===== config.mk =====
export PLATFORM = sky130hd
export DESIGN_NAME = qslerp_dot_lane
export DESIGN_NICKNAME = d
export VERILOG_FILES = /design/src/rtl/core/quaternion_slerp_core_macros.svh /design/src/rtl/core/qslerp_pkg.sv /design/src/rtl/core/qslerp_dot_lane.sv
export SDC_FILE = /design/constraint.sdc
export NUM_CORES = 1
export LEC_CHECK = 0
export ABC_AREA = 1
export BUFFER_PORTS_ARGS = -buffer_cell sky130_fd_sc_hd__buf_4
export CAP_MARGIN = 10
export CORE_UTILIZATION = 65
export CTS_CLUSTER_SIZE = 25
export DETAILED_ROUTE_END_ITERATION = 12
export PLACE_DENSITY_LB_ADDON = 0.25
export SYNTH_ARGS = -nofsm -noshare
export SYNTH_HDL_FRONTEND = slang
export SYNTH_SLANG_ARGS = --single-unit

===== constraint.sdc =====
create_clock -name clock -period 6.8 [get_ports clock]
set_clock_uncertainty 0.1 [all_clocks]
set_input_delay 0.34 -clock clock [delete_from_list [all_inputs] [get_ports clock]]
set_output_delay 0.34 -clock clock [all_outputs]
set_load 0.02 [all_outputs]

===== src/rtl/core/quaternion_slerp_core_macros.svh =====
// Assertion macros shared by the quaternion slerp core.
`ifndef QUATERNION_SLERP_CORE_MACROS_SVH
`define QUATERNION_SLERP_CORE_MACROS_SVH

// The consequent must hold in the same cycle as the antecedent.
`define QS_ASSERT_IMP(label, clk, rst, ante, cons) \
   label: assert property (@(posedge clk) disable iff (rst) (ante) |-> (cons)) \
      else $error("quaternion slerp core check failed");

// The consequent must hold in the cycle after the antecedent.
`define QS_ASSERT_NXT(label, clk, rst, ante, cons) \
   label: assert property (@(posedge clk) disable iff (rst) (ante) |=> (cons)) \
      else $error("quaternion slerp core check failed");

`endif


===== src/rtl/core/qslerp_pkg.sv =====
// Types, constants and the arctangent table of the quaternion slerp core.
package qslerp_pkg;

   localparam int COMP_W = 16;
   localparam int LANES = 4;
   localparam int PROD_W = 32;
   localparam int DOT_W = 34;
   localparam int MAG28_W = 28;
   localparam int SQ_W = 56;
   localparam int S2_W = 57;
   localparam int ROOT_W = 29;
   localparam int CORDIC_W = 34;
   localparam int CORDIC_ITERS = 28;
   localparam int SIN_W = 32;
   localparam int PART_W = 48;
   localparam int NUM_W = 49;
   localparam int MAG_W = 48;
   localparam int DIV_W = 31;
   localparam int QUO_BITS = 15;
   localparam int ANG_PROD_W = 52;
   localparam int ANG_SHIFT = 15;

   localparam int LAT_MERGE = 3;
   localparam int LAT_OUT = QUO_BITS + 4;

   localparam int ST_IN = 0;
   localparam int ST_PROD = ST_IN + 1;
   localparam int ST_FLAGS = ST_PROD + LAT_MERGE;
   localparam int ST_ROOT = ST_FLAGS + ROOT_W;
   localparam int ST_ATAN = ST_ROOT + CORDIC_ITERS;
   localparam int ST_THETA = ST_ATAN + 1;
   localparam int ST_PHI = ST_THETA + 1;
   localparam int ST_FOLD = ST_PHI + 1;
   localparam int ST_SIN = ST_FOLD + CORDIC_ITERS;
   localparam int ST_LAST = ST_SIN + LAT_OUT;

   localparam logic signed [DOT_W-1:0] ONE_Q28 = 34'sd268435456;
   localparam logic signed [CORDIC_W-1:0] PI_Q30 = 34'sd3373259426;
   localparam logic signed [CORDIC_W-1:0] HALF_PI_Q30 = 34'sd1686629713;
   localparam logic signed [CORDIC_W-1:0] GAIN_INV_Q30 = 34'sd652032874;
   localparam logic [S2_W-1:0] ONE_Q56 = 57'h100_0000_0000_0000;
   localparam logic [S2_W-1:0] TINY_SIN_SQ_Q56 = 57'd72057594037;
   localparam logic [COMP_W-1:0] BLEND_ONE = 16'd32768;
   localparam logic [COMP_W-1:0] SAT_POS = 16'h7fff;
   localparam logic [COMP_W-1:0] SAT_NEG = 16'h8000;

   typedef logic signed [PROD_W-1:0] prod_type;
   typedef prod_type prod_vec_type [LANES];
   typedef logic signed [CORDIC_W-1:0] cordic_word_type;

   typedef enum logic {
      CORDIC_VECTOR,
      CORDIC_ROTATE
   } cordic_mode_type;

   typedef enum logic [1:0] {
      PATH_FULL = 2'd0,
      PATH_FIRST = 2'd1,
      PATH_AVG = 2'd2
   } path_type;

   typedef struct packed {
      logic [LANES-1:0][COMP_W-1:0] a;
      logic [LANES-1:0][COMP_W-1:0] b;
      logic [COMP_W-1:0] t;
      logic signed [DOT_W-1:0] c;
      path_type path;
      logic [ROOT_W-1:0] s;
   } side_type;

   typedef struct packed {
      logic [LANES-1:0][COMP_W-1:0] r;
      path_type path;
   } result_type;

   function automatic cordic_word_type atan_q30(input int i);
      cordic_word_type r;
      case (i)
         0: r = 34'sd843314856;
         1: r = 34'sd497837829;
         2: r = 34'sd263043836;
         3: r = 34'sd133525158;
         4: r = 34'sd67021686;
         5: r = 34'sd33543515;
         6: r = 34'sd16775850;
         7: r = 34'sd8388437;
         8: r = 34'sd4194282;
         9: r = 34'sd2097149;
         default: r = (CORDIC_W'(1) << (30 - i)) - CORDIC_W'(1);
      endcase
      return r;
   endfunction

endpackage


===== src/rtl/core/qslerp_dot_lane.sv =====
// One lane of the dot product: a registered product of two components.
module qslerp_dot_lane
   import qslerp_pkg::*;
(
   input  logic                     clock,
   input  logic                     en,
   input  logic signed [COMP_W-1:0] a,
   input  logic signed [COMP_W-1:0] b,
   output prod_type                 prod_ff
);

   prod_type prod_in;

   assign prod_in = a * b;

   always_ff @(posedge clock) begin
      if (en) begin
         prod_ff <= prod_in;
      end
   end

endmodule


==> flow_summary.toml <==
[final_layout]
layout.cells.non_filler = 1739
stdcell_area_um2 = 12500
layout.nets = 1891
fillerInstances = 1412
largest-register = "prod_ff"
largest_reg_flops = 32
area_growth_pct = 5.94
reg_top3 = "prod_ff x32"
drive_above_1_share = 0.0614
diodes = 0

[clock_network]
cts_buffers = 5
cts_sinks = 32
cts_tree = "done"
post_cts_buffers = 0
cts_root_buffer = "clkbuf_16"
htree_num_levels = 2
path_clk_slew_ns = 0.06
ctsHoldBuffers = 0
cts_resized = 0
cts_buffer_depth = 2

[placed_design]
dp.cells = 1731
hpwl_um = 22700
routabilityCongestion = 0.914
preCtsSetupSlack_ns = 0.854
dpl_cell_area_um2 = 12300
portBuffers = 65

[sta]
tightest_slew_ns = 0.495
rsz0062_at_grt = "no"
finalSetupTns_ns = 0
finalMaxSlewViolations = 0
hold_viol = 0
clock.fmax_mhz = 178
worst_slack_ns = 1.19
setup_violations = 0
post-route-period-util = 0.826
period_minus_slack_ns = 5.61
max_slew_margin = 0.670

[synthesis]
yosys_warnings = 0
syn_area_per_cell_um2 = 7.85
synth_fp_nets = 1877
synth_ff_type = "edfxtp_1"
yosysSeqAreaShare = 0.0816
postSynth.asyncResetShare = 0
synth_edf_count = 32
ys_ff_latch = 32
syn_inst = 1499
syn_area_um2 = 11800
synth.distinct_cells = 29
synth_area_leaders = "fa_1 45%, inv_1 15%, nand2_1 13%"
synthDominantCellAreaShare = 0.445
synth_top_cell_by_area = "fa_1"

[worst_hold_path]
hp-start = "b[0]"
hold_depth = 3
hp-class = "in -> reg"
hold_end = "prod_ff[0]$_DFFE_PP_"

[worst_setup_path]
path_class = "in -> reg"
cp_max_fo = 16
start_kind = "input port"
required_ns = 6.74
path_common_cell = "fa_1"
arrival_ns = 5.55
path_cells = "buf_4, nand2_1, inv_1, fa_1, fa_1, inv_1, fa_1, fa_1, fa_1, fa_1, inv_1, ha_1, nand2_1, nor2_1, nand3_1, nor3_1, nand2_1, inv_1, nor2_1, nand2_1, nand2_1"
critPathSlowestCell = "fa_1"
cpPeakStageDelay_ns = 0.84
worst_setup_path_end_kind = "register"

[outcome]
status = "finished, final reports clean"

[die]
die_w_um = 137
std_cell_rows = 48
core-area_um2 = 17500
io_pins = 66
die_height_um = 137
die_area_um2 = 18700
initial_core_util = 0.674

[routing]
wl_per_cell_um = 15.5
route.vias.total = 9162
first_iter_violations = 549
via_per_inst = 5.27
firstDrtPassIters = 5
routed_wl_um = 27000
drc = 0
ant_nets = 0

[global_routing]
overflow = 0
antenna_found_initial = 0
grt_pass1_wl_um = 45600
grt_max_degree = 33
track_usage = 0.321
grt_pass1_vias = 9699

[flow_run]
drv_cap = 0
[Yosys cell counts (2+ instances only)]
master and count:
or2_2 3, nor2_1 44, ha_1 82, edfxtp_1 32
nor3_2 2, nor3_1 6, nor2_2 5, o21bai_1 5
nand3b_1 3, xor2_1 17, nand3_2 2, a21oi_1 23
inv_2 2, clkbuf_1 58, nand4_1 12, xnor2_1 2
nand3_1 34, o21ai_1 2, o21ai_0 6, fa_1 262
nand2_1 412, inv_1 475, nand2_2 3, nor2_4 2
[layer usage]
metal	track usage	wire (µm)
met5	0	0
met4	0.102	1020
met3	0.0415	2000
met2	0.581	14000
met1	0.397	10000
[how the worst max path moves through the flow]
| stage | endpoint | start | depth (start not counted) |
|---|---|---|---|
| floorplan | prod_ff[31]$_DFFE_PP_ | b[3] | 22 |
| global placement | prod_ff[31]$_DFFE_PP_ | b[1] | 21 |
| detailed placement | prod_ff[31]$_DFFE_PP_ | b[1] | 21 |
| CTS | prod_ff[31]$_DFFE_PP_ | b[1] | 21 |
| global route | prod_ff[31]$_DFFE_PP_ | a[15] | 21 |
| finish | prod_ff[31]$_DFFE_PP_ | a[15] | 21 |
[final cells by class]
type / count / area [µm²] / area share
multi-input combinational: 931 / 8800 / 0.706
inverter: 477 / 1790 / 0.144
sequential: 32 / 961 / 0.0770
timing repair buffer: 66 / 495 / 0.0397
tap: 225 / 282 / 0.0226
clock buffer: 5 / 125 / 0.0100
clock inverter: 3 / 18.8 / 0.00150
[cells by family after synthesis]
family	share of synthesized area
buffers and inverters	0.171
and+or+nand+nor	0.182
adders and majority gates	0.533
AOI/OAI and AO/OA	0.0184
DFF	0.0816
xor gates and xnor gates	0.0141
[through the flow]
| stage | util | hold slack, ns |
|---|---|---|
| 3_3_place_gp | 0.705 | 0.667 |
| 2_1_floorplan | - | 0.352 |
| 4_1_cts | 0.714 | 0.391 |
| 6_report | 0.714 | 0.397 |
| 3_5_place_dp | 0.705 | 0.673 |
| 5_1_grt | 0.714 | 0.406 |
[layout by cell type (no fill, tap or decap), drive strengths merged, types with 17 or more instances in the layout]
master  instances
a21oi          24
edfxtp         32
nand3          36
nor2           51
fa            262
nand2         415
ha             82
buf            66
xor2           17
inv           477
[worst max-delay path: cells and delay by family]
family | cells | cell delay, ns
buffers and inverters | 5 | 0.52
adders and majority gates | 7 | 3.83
and+or+nand+nor | 9 | 0.86
Power is not shown: default switching activity piles up to over one toggle a cycle in this logic, so the estimate is an artifact.
