$ cat src/rtl/core/quaternion_slerp_core_macros.svh
// Assertion macros shared by the quaternion slerp core.
`ifndef QUATERNION_SLERP_CORE_MACROS_SVH
`define QUATERNION_SLERP_CORE_MACROS_SVH

// The consequent must hold in the same cycle as the antecedent.
`define QS_ASSERT_IMP(label, clk, rst, ante, cons) \
   label: assert property (@(posedge clk) disable iff (rst) (ante) |-> (cons)) \
      else $error("quaternion slerp core check failed");

// The consequent must hold in the cycle after the antecedent.
`define QS_ASSERT_NXT(label, clk, rst, ante, cons) \
   label: assert property (@(posedge clk) disable iff (rst) (ante) |=> (cons)) \
      else $error("quaternion slerp core check failed");

`endif

$ cat src/rtl/core/qslerp_pkg.sv
// Types, constants and the arctangent table of the quaternion slerp core.
package qslerp_pkg;

   localparam int COMP_W = 16;
   localparam int LANES = 4;
   localparam int PROD_W = 32;
   localparam int DOT_W = 34;
   localparam int MAG28_W = 28;
   localparam int SQ_W = 56;
   localparam int S2_W = 57;
   localparam int ROOT_W = 29;
   localparam int CORDIC_W = 34;
   localparam int CORDIC_ITERS = 28;
   localparam int SIN_W = 32;
   localparam int PART_W = 48;
   localparam int NUM_W = 49;
   localparam int MAG_W = 48;
   localparam int DIV_W = 31;
   localparam int QUO_BITS = 15;
   localparam int ANG_PROD_W = 52;
   localparam int ANG_SHIFT = 15;

   localparam int LAT_MERGE = 3;
   localparam int LAT_OUT = QUO_BITS + 4;

   localparam int ST_IN = 0;
   localparam int ST_PROD = ST_IN + 1;
   localparam int ST_FLAGS = ST_PROD + LAT_MERGE;
   localparam int ST_ROOT = ST_FLAGS + ROOT_W;
   localparam int ST_ATAN = ST_ROOT + CORDIC_ITERS;
   localparam int ST_THETA = ST_ATAN + 1;
   localparam int ST_PHI = ST_THETA + 1;
   localparam int ST_FOLD = ST_PHI + 1;
   localparam int ST_SIN = ST_FOLD + CORDIC_ITERS;
   localparam int ST_LAST = ST_SIN + LAT_OUT;

   localparam logic signed [DOT_W-1:0] ONE_Q28 = 34'sd268435456;
   localparam logic signed [CORDIC_W-1:0] PI_Q30 = 34'sd3373259426;
   localparam logic signed [CORDIC_W-1:0] HALF_PI_Q30 = 34'sd1686629713;
   localparam logic signed [CORDIC_W-1:0] GAIN_INV_Q30 = 34'sd652032874;
   localparam logic [S2_W-1:0] ONE_Q56 = 57'h100_0000_0000_0000;
   localparam logic [S2_W-1:0] TINY_SIN_SQ_Q56 = 57'd72057594037;
   localparam logic [COMP_W-1:0] BLEND_ONE = 16'd32768;
   localparam logic [COMP_W-1:0] SAT_POS = 16'h7fff;
   localparam logic [COMP_W-1:0] SAT_NEG = 16'h8000;

   typedef logic signed [PROD_W-1:0] prod_type;
   typedef prod_type prod_vec_type [LANES];
   typedef logic signed [CORDIC_W-1:0] cordic_word_type;

   typedef enum logic {
      CORDIC_VECTOR,
      CORDIC_ROTATE
   } cordic_mode_type;

   typedef enum logic [1:0] {
      PATH_FULL = 2'd0,
      PATH_FIRST = 2'd1,
      PATH_AVG = 2'd2
   } path_type;

   typedef struct packed {
      logic [LANES-1:0][COMP_W-1:0] a;
      logic [LANES-1:0][COMP_W-1:0] b;
      logic [COMP_W-1:0] t;
      logic signed [DOT_W-1:0] c;
      path_type path;
      logic [ROOT_W-1:0] s;
   } side_type;

   typedef struct packed {
      logic [LANES-1:0][COMP_W-1:0] r;
      path_type path;
   } result_type;

   function automatic cordic_word_type atan_q30(input int i);
      cordic_word_type r;
      case (i)
         0: r = 34'sd843314856;
         1: r = 34'sd497837829;
         2: r = 34'sd263043836;
         3: r = 34'sd133525158;
         4: r = 34'sd67021686;
         5: r = 34'sd33543515;
         6: r = 34'sd16775850;
         7: r = 34'sd8388437;
         8: r = 34'sd4194282;
         9: r = 34'sd2097149;
         default: r = (CORDIC_W'(1) << (30 - i)) - CORDIC_W'(1);
      endcase
      return r;
   endfunction

endpackage

$ cat src/rtl/core/qslerp_sqrt.sv
// Pipelined integer square root, one result bit per stage.
module qslerp_sqrt
   import qslerp_pkg::*;
(
   input  logic              clock,
   input  logic              en,
   input  logic [S2_W-1:0]   v,
   output logic [ROOT_W-1:0] root
);

   localparam int TW = S2_W + 3;

   logic [TW-1:0]     rem_ff  [ROOT_W];
   logic [ROOT_W-1:0] root_ff [ROOT_W];

   for (genvar g = 0; g < ROOT_W; g++) begin : g_stage
      localparam int K = ROOT_W - 1 - g;
      logic [TW-1:0]     rem_prev;
      logic [TW-1:0]     trial;
      logic [ROOT_W-1:0] root_prev;

      if (g == 0) begin : g_first
         assign rem_prev = TW'(v);
         assign root_prev = '0;
      end else begin : g_next
         assign rem_prev = rem_ff[g-1];
         assign root_prev = root_ff[g-1];
      end

      assign trial = (TW'(root_prev) << (K + 1)) | (TW'(1) << (2 * K));

      always_ff @(posedge clock) begin
         if (en) begin
            if (rem_prev >= trial) begin
               rem_ff[g] <= rem_prev - trial;
               root_ff[g] <= root_prev | (ROOT_W'(1) << K);
            end else begin
               rem_ff[g] <= rem_prev;
               root_ff[g] <= root_prev;
            end
         end
      end
   end

   assign root = root_ff[ROOT_W-1];

endmodule

$ cat config.mk
export PLATFORM = sky130hd
export DESIGN_NAME = qslerp_sqrt
export DESIGN_NICKNAME = d
export VERILOG_FILES = /design/src/rtl/core/quaternion_slerp_core_macros.svh /design/src/rtl/core/qslerp_pkg.sv /design/src/rtl/core/qslerp_sqrt.sv
export SDC_FILE = /design/constraint.sdc
export NUM_CORES = 2
export LEC_CHECK = 0
export BUFFER_PORTS_ARGS = -buffer_cell sky130_fd_sc_hd__buf_2
export CAP_MARGIN = 10
export CORE_MARGIN = 1.5
export CORE_UTILIZATION = 50
export DETAILED_ROUTE_END_ITERATION = 8
export PLACE_DENSITY = 0.65
export RECOVER_POWER = 100
export SYNTH_ARGS = -nofsm -noshare
export SYNTH_HDL_FRONTEND = slang
export SYNTH_SLANG_ARGS = --single-unit
export TNS_END_PERCENT = 100
$ cat constraint.sdc
create_clock -name clock -period 11.3 [get_ports clock]
set_input_delay 2.26 -clock clock [delete_from_list [all_inputs] [get_ports clock]]
set_output_delay 2.26 -clock clock [all_outputs]
set_load 0.02 [all_outputs]
==> results.ini <==
[clock_network]
clk_pin_slew_worst_paths_ns = 0.06
cts_root_buf = clkbuf_16
ctsLongestPathBuffers = 3
numCtsBuffers = 218
cts_htree_levels = 4
cts_tree = yes
cts.sinks = 2113
insertion_delay_ns = 0.91
post_cts_resized = 0
postCtsSetupRepairBufs = 0
cts_hold_buf = 0

[worst_setup_path]
timing.rr.end = rem_ff[1][409]
arrival_ns = 8.05
rr_startpoint = rem_ff[1][351]
crit_end = rem_ff[0][239]
cp-startpoint = en
reg2reg_slack_ns = 4.73
cp-start-kind = primary input
worstPathMaxFanout = 141
r2r_cells = 10
worst-setup-path-type = primary input to flop
end_kind = flop
cp.required_ns = 11.94

[timing]
relSlewSlack_pct = -227
fin_ws_ns = 3.89
hold_violations = 0
tightest_slew_ns = 4.90
finClkSkew_ns = 0.0902
period_minus_slack_ns = 7.41
setup_violations = 0
setup_tns_ns = 0
max_freq_ghz = 0.135
hold_slack_ns = 0.376
rsz0062_at_grt = no
maxSlewViolCount = 1462
finalCritPeriodShare_pct = 65.6

[logic_synthesis]
syn-mean-instance-area_um2 = 12.4
synth_top_area_cell = edfxtp_1
synth_top_cell_area_share_pct = 62.3
yosysWarnings = 0
synthCells = 8181
synth-edff-count = 2113
synth_flop_cell = edfxtp_1
synth_seq_cells = 2113
synth_area_leaders = edfxtp_1 (62%), ha_1 (5.7%), xor2_1 (3.4%)
synth_seq_area_share_pct = 62.3
syn_nets = 8700
synth.distinct_cells = 87
async_reset_ff_share_pct = 0
netlist_area_mm2 = 0.102

[power]
power_mw = 22.4
cellPowerDensity_mw_per_mm2 = 199
cellLeakagePower_nw = 41.6
irDropWorstVdd_v = 0.000165

[cells_and_area]
syn_to_final_growth_pct = 10.8
final_nets = 8869
drive_gt1_share_pct = 6.00
fillers = 16400

[global_routing]
grt_pass1_wl_um = 377000
antenna_found_initial = 8
grt-ovfl-total = 0
grt_usage_pct = 24.1
grt_pass1_vias = 62200
grt_max_degree = 205

[status]
outcome = finished with violations
violations = max-capacitance violations, max-slew violations

[placed_design]
gp_congestion = 0.944
hpwlAfterDp_um = 191000
numPortBuffers = 87
placement.setup.worst_slack_ns = 4.96

[floorplan]
die_x_um = 454
start_util_pct = 50.3
ios = 88
core_mm2 = 0.202
die-area_mm2 = 0.206
die_y_um = 454
rows = 165

[drt]
ant_nets = 0
drc = 0
routedWlPerCell_um = 22.5
routed_via_density = 5.84
vias = 65500
drtIter0Drc = 6534
wl_um = 252000
first_pass_iters = 6

[hold_path]
hold_path.class = flop to flop

[flow_run]
maxCapViolCount = 25

cells in the final DEF, fill, tap and decap left out, drive strengths merged, types with 102 or more instances in the layout:
cell type	Yosys	layout
nor2	427	427
ha	460	460
nand2b	103	103
clkbuf	170	315
inv	575	580
nand3	136	136
nor4	282	282
clkinv	0	102
o21ai	496	496
nand2	640	640
nand4	118	118
xor2	395	395
edfxtp	2113	2113
nor3	268	268
a21oi	404	404
xnor2	370	370
a21o	156	156
per-stage QoR:
stage | cells | cell area [um^2] | util, %
2_1_floorplan | 8181 | 102000 | -
3_3_place_gp | 10800 | 105000 | 52.1
3_5_place_dp | 10800 | 105000 | 52.1
4_1_cts | 11200 | 113000 | 55.9
5_1_grt | 11200 | 113000 | 55.8
6_report | 11200 | 113000 | 55.8
state kept, by name, indices dropped and copies added (netlist names):
register,flops
rem_ff,1678
root_ff,435
metal layers:
metal | share of wire, % | GRT usage (%) | up-vias
met1 | 45 | 34.9 | 31800
met4 | 2.6 | 6.89 | 4
li1 | - | - | 31000
met5 | 0.011 | 0 | -
met3 | 8.3 | 5.50 | 372
met2 | 44 | 36.3 | 2335
critical path, stage by stage:
cell and delay [ns]:
buf_12 0.47, buf_12 0.60, clkbuf_1 2.59, nand2_1 0.20, nor3b_1 1.00, nand2b_1 0.26, nor4_1 0.08, xor2_1 0.15
cells by family (layout without fill, tap and decap cells):
family                     count (synthesis)  after routing  share of synthesized area [%]
and+or+nand+nor                         2530           2530                           13.0
DFF                                     2113           2113                           62.3
AOI/OAI and AO/OA                       1492           1492                           8.97
xor gates and xnor gates                 765            765                           6.58
buffers and inverters                    762           1118                           2.84
adders and majority gates                460            460                           5.65
muxes                                     59             59                          0.634
other                                      0              3                              0
cell type report:
type / count / area [um^2] / area share (%)
Antenna cell: 3 / 7.51 / 0.00665
Clock buffer: 251 / 5580 / 4.95
Clock inverter: 156 / 2050 / 1.82
Inverter: 575 / 2160 / 1.91
Multi-Input combinational cell: 5306 / 35500 / 31.5
Sequential cell: 2113 / 63500 / 56.2
Tap cell: 2672 / 3340 / 2.96
Timing Repair Buffer: 136 / 714 / 0.633
how the worst min path moves through the flow:
stage	startpoint	to	slack (ns)	cells after the start
global route	rem_ff[0][389]	rem_ff[0][449]	0.38	0
CTS	rem_ff[0][389]	rem_ff[0][449]	0.37	0
detailed placement	rem_ff[0][683]	rem_ff[0][743]	0.43	0
finish	rem_ff[0][389]	rem_ff[0][449]	0.38	0
floorplan	rem_ff[0][540]	rem_ff[0][600]	0.42	0
global placement	rem_ff[1][15]	rem_ff[1][75]	0.43	0
synth_stat cells, types with 10 or more instances:
master     count
o21a_1        73
xor2_1       395
a2111oi_0     13
or3_1         91
or2_2         48
and4_1        22
a21o_1       156
nor2b_1       61
and4b_1       11
ha_1         460
nor3_1       268
inv_1        575
mux2_2        44
a31oi_1       44
o21ai_0      491
a21boi_0      27
a211oi_1      40
xnor2_1      370
nand3_1      136
a211o_1       13
and3_1        42
edfxtp_1    2113
o31a_1        11
o21bai_1      33
o2111ai_1     11
nor4b_1       58
nand2b_1     103
nor4_1       281
clkbuf_1     169
a21oi_1      403
nand3b_1      28
or4_1         72
nand4b_1      24
o211ai_1      33
nor4bb_1      17
o31ai_1       31
nand2_1      640
o41ai_1       10
and2_1        35
nand4_1      118
nor2_1       427
nor3b_1       24
mux2i_1       15
power by group:
group,leakage (nW),internal [mW],total (mW),switching (mW)
clock,3.66,4.38,7.52,3.14
sequential,20.3,9.87,10.8,0.918
combinational,17.6,1.65,4.14,2.49
total,41.6,15.9,22.4,6.54
Note: power is estimated with default switching activity, not from simulation.
