## src/rtl/core/quaternion_slerp_core_macros.svh

```systemverilog
// Assertion macros shared by the quaternion slerp core.
`ifndef QUATERNION_SLERP_CORE_MACROS_SVH
`define QUATERNION_SLERP_CORE_MACROS_SVH

// The consequent must hold in the same cycle as the antecedent.
`define QS_ASSERT_IMP(label, clk, rst, ante, cons) \
   label: assert property (@(posedge clk) disable iff (rst) (ante) |-> (cons)) \
      else $error("quaternion slerp core check failed");

// The consequent must hold in the cycle after the antecedent.
`define QS_ASSERT_NXT(label, clk, rst, ante, cons) \
   label: assert property (@(posedge clk) disable iff (rst) (ante) |=> (cons)) \
      else $error("quaternion slerp core check failed");

`endif

```

## src/rtl/core/qslerp_pkg.sv

```systemverilog
// Types, constants and the arctangent table of the quaternion slerp core.
package qslerp_pkg;

   localparam int COMP_W = 16;
   localparam int LANES = 4;
   localparam int PROD_W = 32;
   localparam int DOT_W = 34;
   localparam int MAG28_W = 28;
   localparam int SQ_W = 56;
   localparam int S2_W = 57;
   localparam int ROOT_W = 29;
   localparam int CORDIC_W = 34;
   localparam int CORDIC_ITERS = 28;
   localparam int SIN_W = 32;
   localparam int PART_W = 48;
   localparam int NUM_W = 49;
   localparam int MAG_W = 48;
   localparam int DIV_W = 31;
   localparam int QUO_BITS = 15;
   localparam int ANG_PROD_W = 52;
   localparam int ANG_SHIFT = 15;

   localparam int LAT_MERGE = 3;
   localparam int LAT_OUT = QUO_BITS + 4;

   localparam int ST_IN = 0;
   localparam int ST_PROD = ST_IN + 1;
   localparam int ST_FLAGS = ST_PROD + LAT_MERGE;
   localparam int ST_ROOT = ST_FLAGS + ROOT_W;
   localparam int ST_ATAN = ST_ROOT + CORDIC_ITERS;
   localparam int ST_THETA = ST_ATAN + 1;
   localparam int ST_PHI = ST_THETA + 1;
   localparam int ST_FOLD = ST_PHI + 1;
   localparam int ST_SIN = ST_FOLD + CORDIC_ITERS;
   localparam int ST_LAST = ST_SIN + LAT_OUT;

   localparam logic signed [DOT_W-1:0] ONE_Q28 = 34'sd268435456;
   localparam logic signed [CORDIC_W-1:0] PI_Q30 = 34'sd3373259426;
   localparam logic signed [CORDIC_W-1:0] HALF_PI_Q30 = 34'sd1686629713;
   localparam logic signed [CORDIC_W-1:0] GAIN_INV_Q30 = 34'sd652032874;
   localparam logic [S2_W-1:0] ONE_Q56 = 57'h100_0000_0000_0000;
   localparam logic [S2_W-1:0] TINY_SIN_SQ_Q56 = 57'd72057594037;
   localparam logic [COMP_W-1:0] BLEND_ONE = 16'd32768;
   localparam logic [COMP_W-1:0] SAT_POS = 16'h7fff;
   localparam logic [COMP_W-1:0] SAT_NEG = 16'h8000;

   typedef logic signed [PROD_W-1:0] prod_type;
   typedef prod_type prod_vec_type [LANES];
   typedef logic signed [CORDIC_W-1:0] cordic_word_type;

   typedef enum logic {
      CORDIC_VECTOR,
      CORDIC_ROTATE
   } cordic_mode_type;

   typedef enum logic [1:0] {
      PATH_FULL = 2'd0,
      PATH_FIRST = 2'd1,
      PATH_AVG = 2'd2
   } path_type;

   typedef struct packed {
      logic [LANES-1:0][COMP_W-1:0] a;
      logic [LANES-1:0][COMP_W-1:0] b;
      logic [COMP_W-1:0] t;
      logic signed [DOT_W-1:0] c;
      path_type path;
      logic [ROOT_W-1:0] s;
   } side_type;

   typedef struct packed {
      logic [LANES-1:0][COMP_W-1:0] r;
      path_type path;
   } result_type;

   function automatic cordic_word_type atan_q30(input int i);
      cordic_word_type r;
      case (i)
         0: r = 34'sd843314856;
         1: r = 34'sd497837829;
         2: r = 34'sd263043836;
         3: r = 34'sd133525158;
         4: r = 34'sd67021686;
         5: r = 34'sd33543515;
         6: r = 34'sd16775850;
         7: r = 34'sd8388437;
         8: r = 34'sd4194282;
         9: r = 34'sd2097149;
         default: r = (CORDIC_W'(1) << (30 - i)) - CORDIC_W'(1);
      endcase
      return r;
   endfunction

endpackage

```

## src/rtl/core/qslerp_merge.sv

```systemverilog
// Merging stage: sums the lane products and classifies the interpolation path.
module qslerp_merge
   import qslerp_pkg::*;
(
   input  logic                    clock,
   input  logic                    en,
   input  prod_vec_type            prod,
   output logic signed [DOT_W-1:0] c_ff,
   output logic [S2_W-1:0]         s2_ff,
   output path_type                path_ff
);

   logic signed [DOT_W-1:0] dot_ff;
   logic signed [DOT_W-1:0] dot_in;
   logic signed [DOT_W-1:0] dot2_ff;
   logic signed [DOT_W-1:0] neg_dot;
   logic [MAG28_W-1:0]      mag_in;
   logic                    big_in;
   logic                    big_ff;
   logic [SQ_W-1:0]         csq_ff;
   logic [S2_W-1:0]         s2_in;
   path_type                path_in;

   assign dot_in = DOT_W'(prod[0]) + DOT_W'(prod[1]) + DOT_W'(prod[2]) + DOT_W'(prod[3]);
   assign neg_dot = -dot_ff;
   assign mag_in = dot_ff[DOT_W-1] ? neg_dot[MAG28_W-1:0] : dot_ff[MAG28_W-1:0];
   assign big_in = (dot_ff >= ONE_Q28) || (dot_ff <= -ONE_Q28);
   assign s2_in = ONE_Q56 - {1'b0, csq_ff};

   always_comb begin
      if (big_ff) begin
         path_in = PATH_FIRST;
      end else if (s2_in <= TINY_SIN_SQ_Q56) begin
         path_in = PATH_AVG;
      end else begin
         path_in = PATH_FULL;
      end
   end

   always_ff @(posedge clock) begin
      if (en) begin
         dot_ff <= dot_in;
         big_ff <= big_in;
         csq_ff <= mag_in * mag_in;
         dot2_ff <= dot_ff;
         c_ff <= dot2_ff;
         s2_ff <= s2_in;
         path_ff <= path_in;
      end
   end

endmodule

```

## config.mk

```make
export PLATFORM = sky130hd
export DESIGN_NAME = qslerp_merge
export DESIGN_NICKNAME = d
export VERILOG_FILES = /design/src/rtl/core/quaternion_slerp_core_macros.svh /design/src/rtl/core/qslerp_pkg.sv /design/src/rtl/core/qslerp_merge.sv
export SDC_FILE = /design/constraint.sdc
export NUM_CORES = 2
export LEC_CHECK = 0
export BUFFER_PORTS_ARGS = -buffer_cell sky130_fd_sc_hd__buf_2
export CAP_MARGIN = 20
export CORE_MARGIN = 2
export CORE_UTILIZATION = 67
export DETAILED_ROUTE_END_ITERATION = 10
export GPL_ROUTABILITY_DRIVEN = 0
export HOLD_SLACK_MARGIN = 0.05
export PLACE_DENSITY_LB_ADDON = 0.08
export RECOVER_POWER = 100
export REMOVE_ABC_BUFFERS = 1
export SETUP_SLACK_MARGIN = 0.15
export SYNTH_ARGS = -nofsm -noshare
export SYNTH_HDL_FRONTEND = slang
export SYNTH_SLANG_ARGS = --single-unit
```

## constraint.sdc

```tcl
create_clock -name clock -period 15.4 [get_ports clock]
set_input_delay 1.54 -clock clock [delete_from_list [all_inputs] [get_ports clock]]
set_output_delay 1.54 -clock clock [all_outputs]
set_load 0.03 [all_outputs]
```

==> results_dict.tcl <==
set metrics [dict create \
    status "complete, but fails checks" \
    violations "capacitance limit, slew limit" \
    clk_latency_ps 570 \
    worstPathMaxFanout 18 \
    cts_hold_buf 0 \
    coreArea_sq_um 49860 \
    rsz0062_at_grt "false" \
    postCtsSetupBuffers 0 \
    post-place-ws_ps 4795 \
    ios 223 \
    place_area_sq_um 35690 \
    cp_data_required_time_ps 15680 \
    numCtsBuffers 24 \
    yosys-top-cells-area "fa_1 (40%), edfxtp_1 (19%), inv_1 (10%), ha_1 (9.2%), nand2_1 (3.2%)" \
    synth_top_cell_area_share 0.4030 \
    wl_mm 80.99 \
    num_vias 23894 \
    crit_path_end_kind "flop" \
    synth_edf_count 214 \
    cts_buffer_depth 3 \
    grt_max_degree 120 \
    fin_worst_skew_ps 11.27 \
    synth_seq_cells 214 \
    syn_area_sq_um 33680 \
    holdWs_ps 409.3 \
    yosysMostFrequentCell "inv_1" \
    drive_gt1_frac 0.06105 \
    die_area_sq_um 52070 \
    portBuffers 222 \
    drtAntennaViolNets 0 \
    syn2layout_area_growth_pct 7.895 \
    fin_setup_tns_ps 0 \
    h-tree-depth 1 \
    rows 82 \
    synth_cell_types 77 \
    dieWidth_um 228.2 \
    vias_per_cell 5.610 \
    slew_headroom -3.282 \
    slew_viol_final 251 \
    async_flop_share 0 \
    max_freq_mhz 84.60 \
    start_util 0.6754 \
    synth-main-ff-cell "edfxtp_1" \
    slowest_delay_ps 1570 \
    synth_common_cells "inv_1 (927), fa_1 (678), nand2_1 (290)" \
    antenna_found_initial 1 \
    holdCritPathClass "reg -> reg" \
    multiInputGateArea_sq_um 23510 \
    cts_tree "yes" \
    setup_slack_ps 3580 \
    dpl.hpwl_mm 65.57 \
    synth_top_area_cell "fa_1" \
    cp.arrival_ps 12100 \
    drv_cap 5 \
    grt_pass1_wl_mm 132.2 \
    ctsResizeCount 0 \
    final_net_count 4625 \
    worst_setup_path_start_kind "flop" \
    path_buf_inv 11 \
    worstSetupPathType "reg -> reg" \
    dr.first_iter.drc_count 1646 \
    cp_top_family "adder cells" \
    ff_latch_area_sq_um 6426 \
    finalCriticalPeriod_ps 11820 \
    synth.avg_cell_area_sq_um 10.00 \
    tightest_slew_ps 6423 \
    wl_per_cell_um 19.02 \
    cp_common_cell "inv_1" \
    root_buffer "clkbuf_16" \
    ys_warn_count 0 \
    fp.dieH_um 228.2 \
    hold_viol_final 0 \
    fill_cells 3616 \
    seq_area_frac_synth 0.1908 \
    overflow 0 \
    drc 0 \
    critPathSlowestCell "xor2_1" \
    grtUsageTotal 0.3256 \
    setup_viol 0 \
    grt_pass1_vias 26502 \
    n_antenna_cell 0 \
    stdcell_area_sq_um 36340 \
    cts.sinks 214 \
    dr.pass1.iters 5 \
    path_clk_slew_ps 60 \
    syn_inst 3367 \
    fin_crit_sh 0.7676 \
]
==> cell usage in the layout (no fill, tap or decap), types with 8 or more instances in the layout <==
cell,synthesis,final
xor2_1,60,54
nand2_1,290,291
and2_0,1,8
buf_2,6,122
o21ai_0,56,56
and3_1,13,13
nand3_1,29,29
buf_4,2,27
xnor2_1,98,91
o31ai_1,12,12
o21bai_1,11,11
nor3_1,41,42
ha_1,248,248
a21o_1,34,34
a211oi_1,9,9
a31oi_1,11,11
or3_1,21,21
fa_1,678,678
edfxtp_1,214,214
nand4_1,16,16
o21a_1,20,20
nor2b_1,11,11
nand2b_1,16,16
a21oi_1,92,92
clkbuf_1,67,106
nor2_1,246,247
clkbuf_16,0,24
nor4_1,14,15
inv_1,927,927
==> sequential cells by signal, summed over array words and instances (netlist names) <==
register and flops:
s2_ff 56, dot_ff 34, csq_ff 54, c_ff 33
path_ff 2, dot2_ff 34, big_ff 1
==> per-layer routing <==
metal  global-route usage  share of wire  up-vias
li1                     -              -    10678
met1               0.3982           0.37    11747
met2               0.5473           0.47     1162
met3              0.08425           0.11      305
met4               0.1479          0.056        2
met5                    0        0.00016        -
==> cells by family (layout without fill, tap and decap cells) <==
kind of cell             Yosys count  count (layout)  share of synthesized area
adder cells (fa/ha/maj)          927             927                     0.4955
AND/OR/NAND/NOR                  744             744                    0.09842
buffers and inverters           1012            1232                     0.1132
flip-flops                       214             214                     0.1908
XOR/XNOR                         158             158                    0.04109
multiplexers                       3               3                  0.0009288
AO/OA/AOI/OAI                    309             309                    0.06004
==> final cells by class <==
type	instances	share of cell area
multi-input cells	2141	0.6471
repair buffers	256	0.03375
clock inverters	20	0.006405
inverters	932	0.09628
well taps	672	0.02314
clock buffers	24	0.01653
flip-flops and latches	214	0.1769
==> per-stage QoR <==
step | utilization | instances
2_1_floorplan | - | 3287
3_3_place_gp | 0.7154 | 4212
3_5_place_dp | 0.7157 | 4213
4_1_cts | 0.7324 | 4257
5_1_grt | 0.7287 | 4259
6_report | 0.7287 | 4259
==> worst register-to-register path, delay by kind of cell, from the launching register on <==
kind	cells	cell delay (ps)
XOR/XNOR	1	1570
buffers and inverters	11	2700
flip-flops	1	320
adder cells (fa/ha/maj)	9	4230
AND/OR/NAND/NOR	3	370
AO/OA/AOI/OAI	9	2320
==> worst paths after layout <==
| check | from | to | slack, ps | depth (start not counted) |
|---|---|---|---|---|
| worst max-delay path | dot_ff[0] | csq_ff[54] | 3580 | 33 |
| worst min register to register | dot2_ff[24] | c_ff[24] | 410 | 0 |
| worst min-delay path | dot2_ff[24] | c_ff[24] | 410 | 0 |
| worst max register to register | dot_ff[0] | csq_ff[54] | 3580 | 33 |
Power is left out: the tool's default activity adds up to more than one toggle a clock period on the data nets, which glitch-free logic cannot reach.
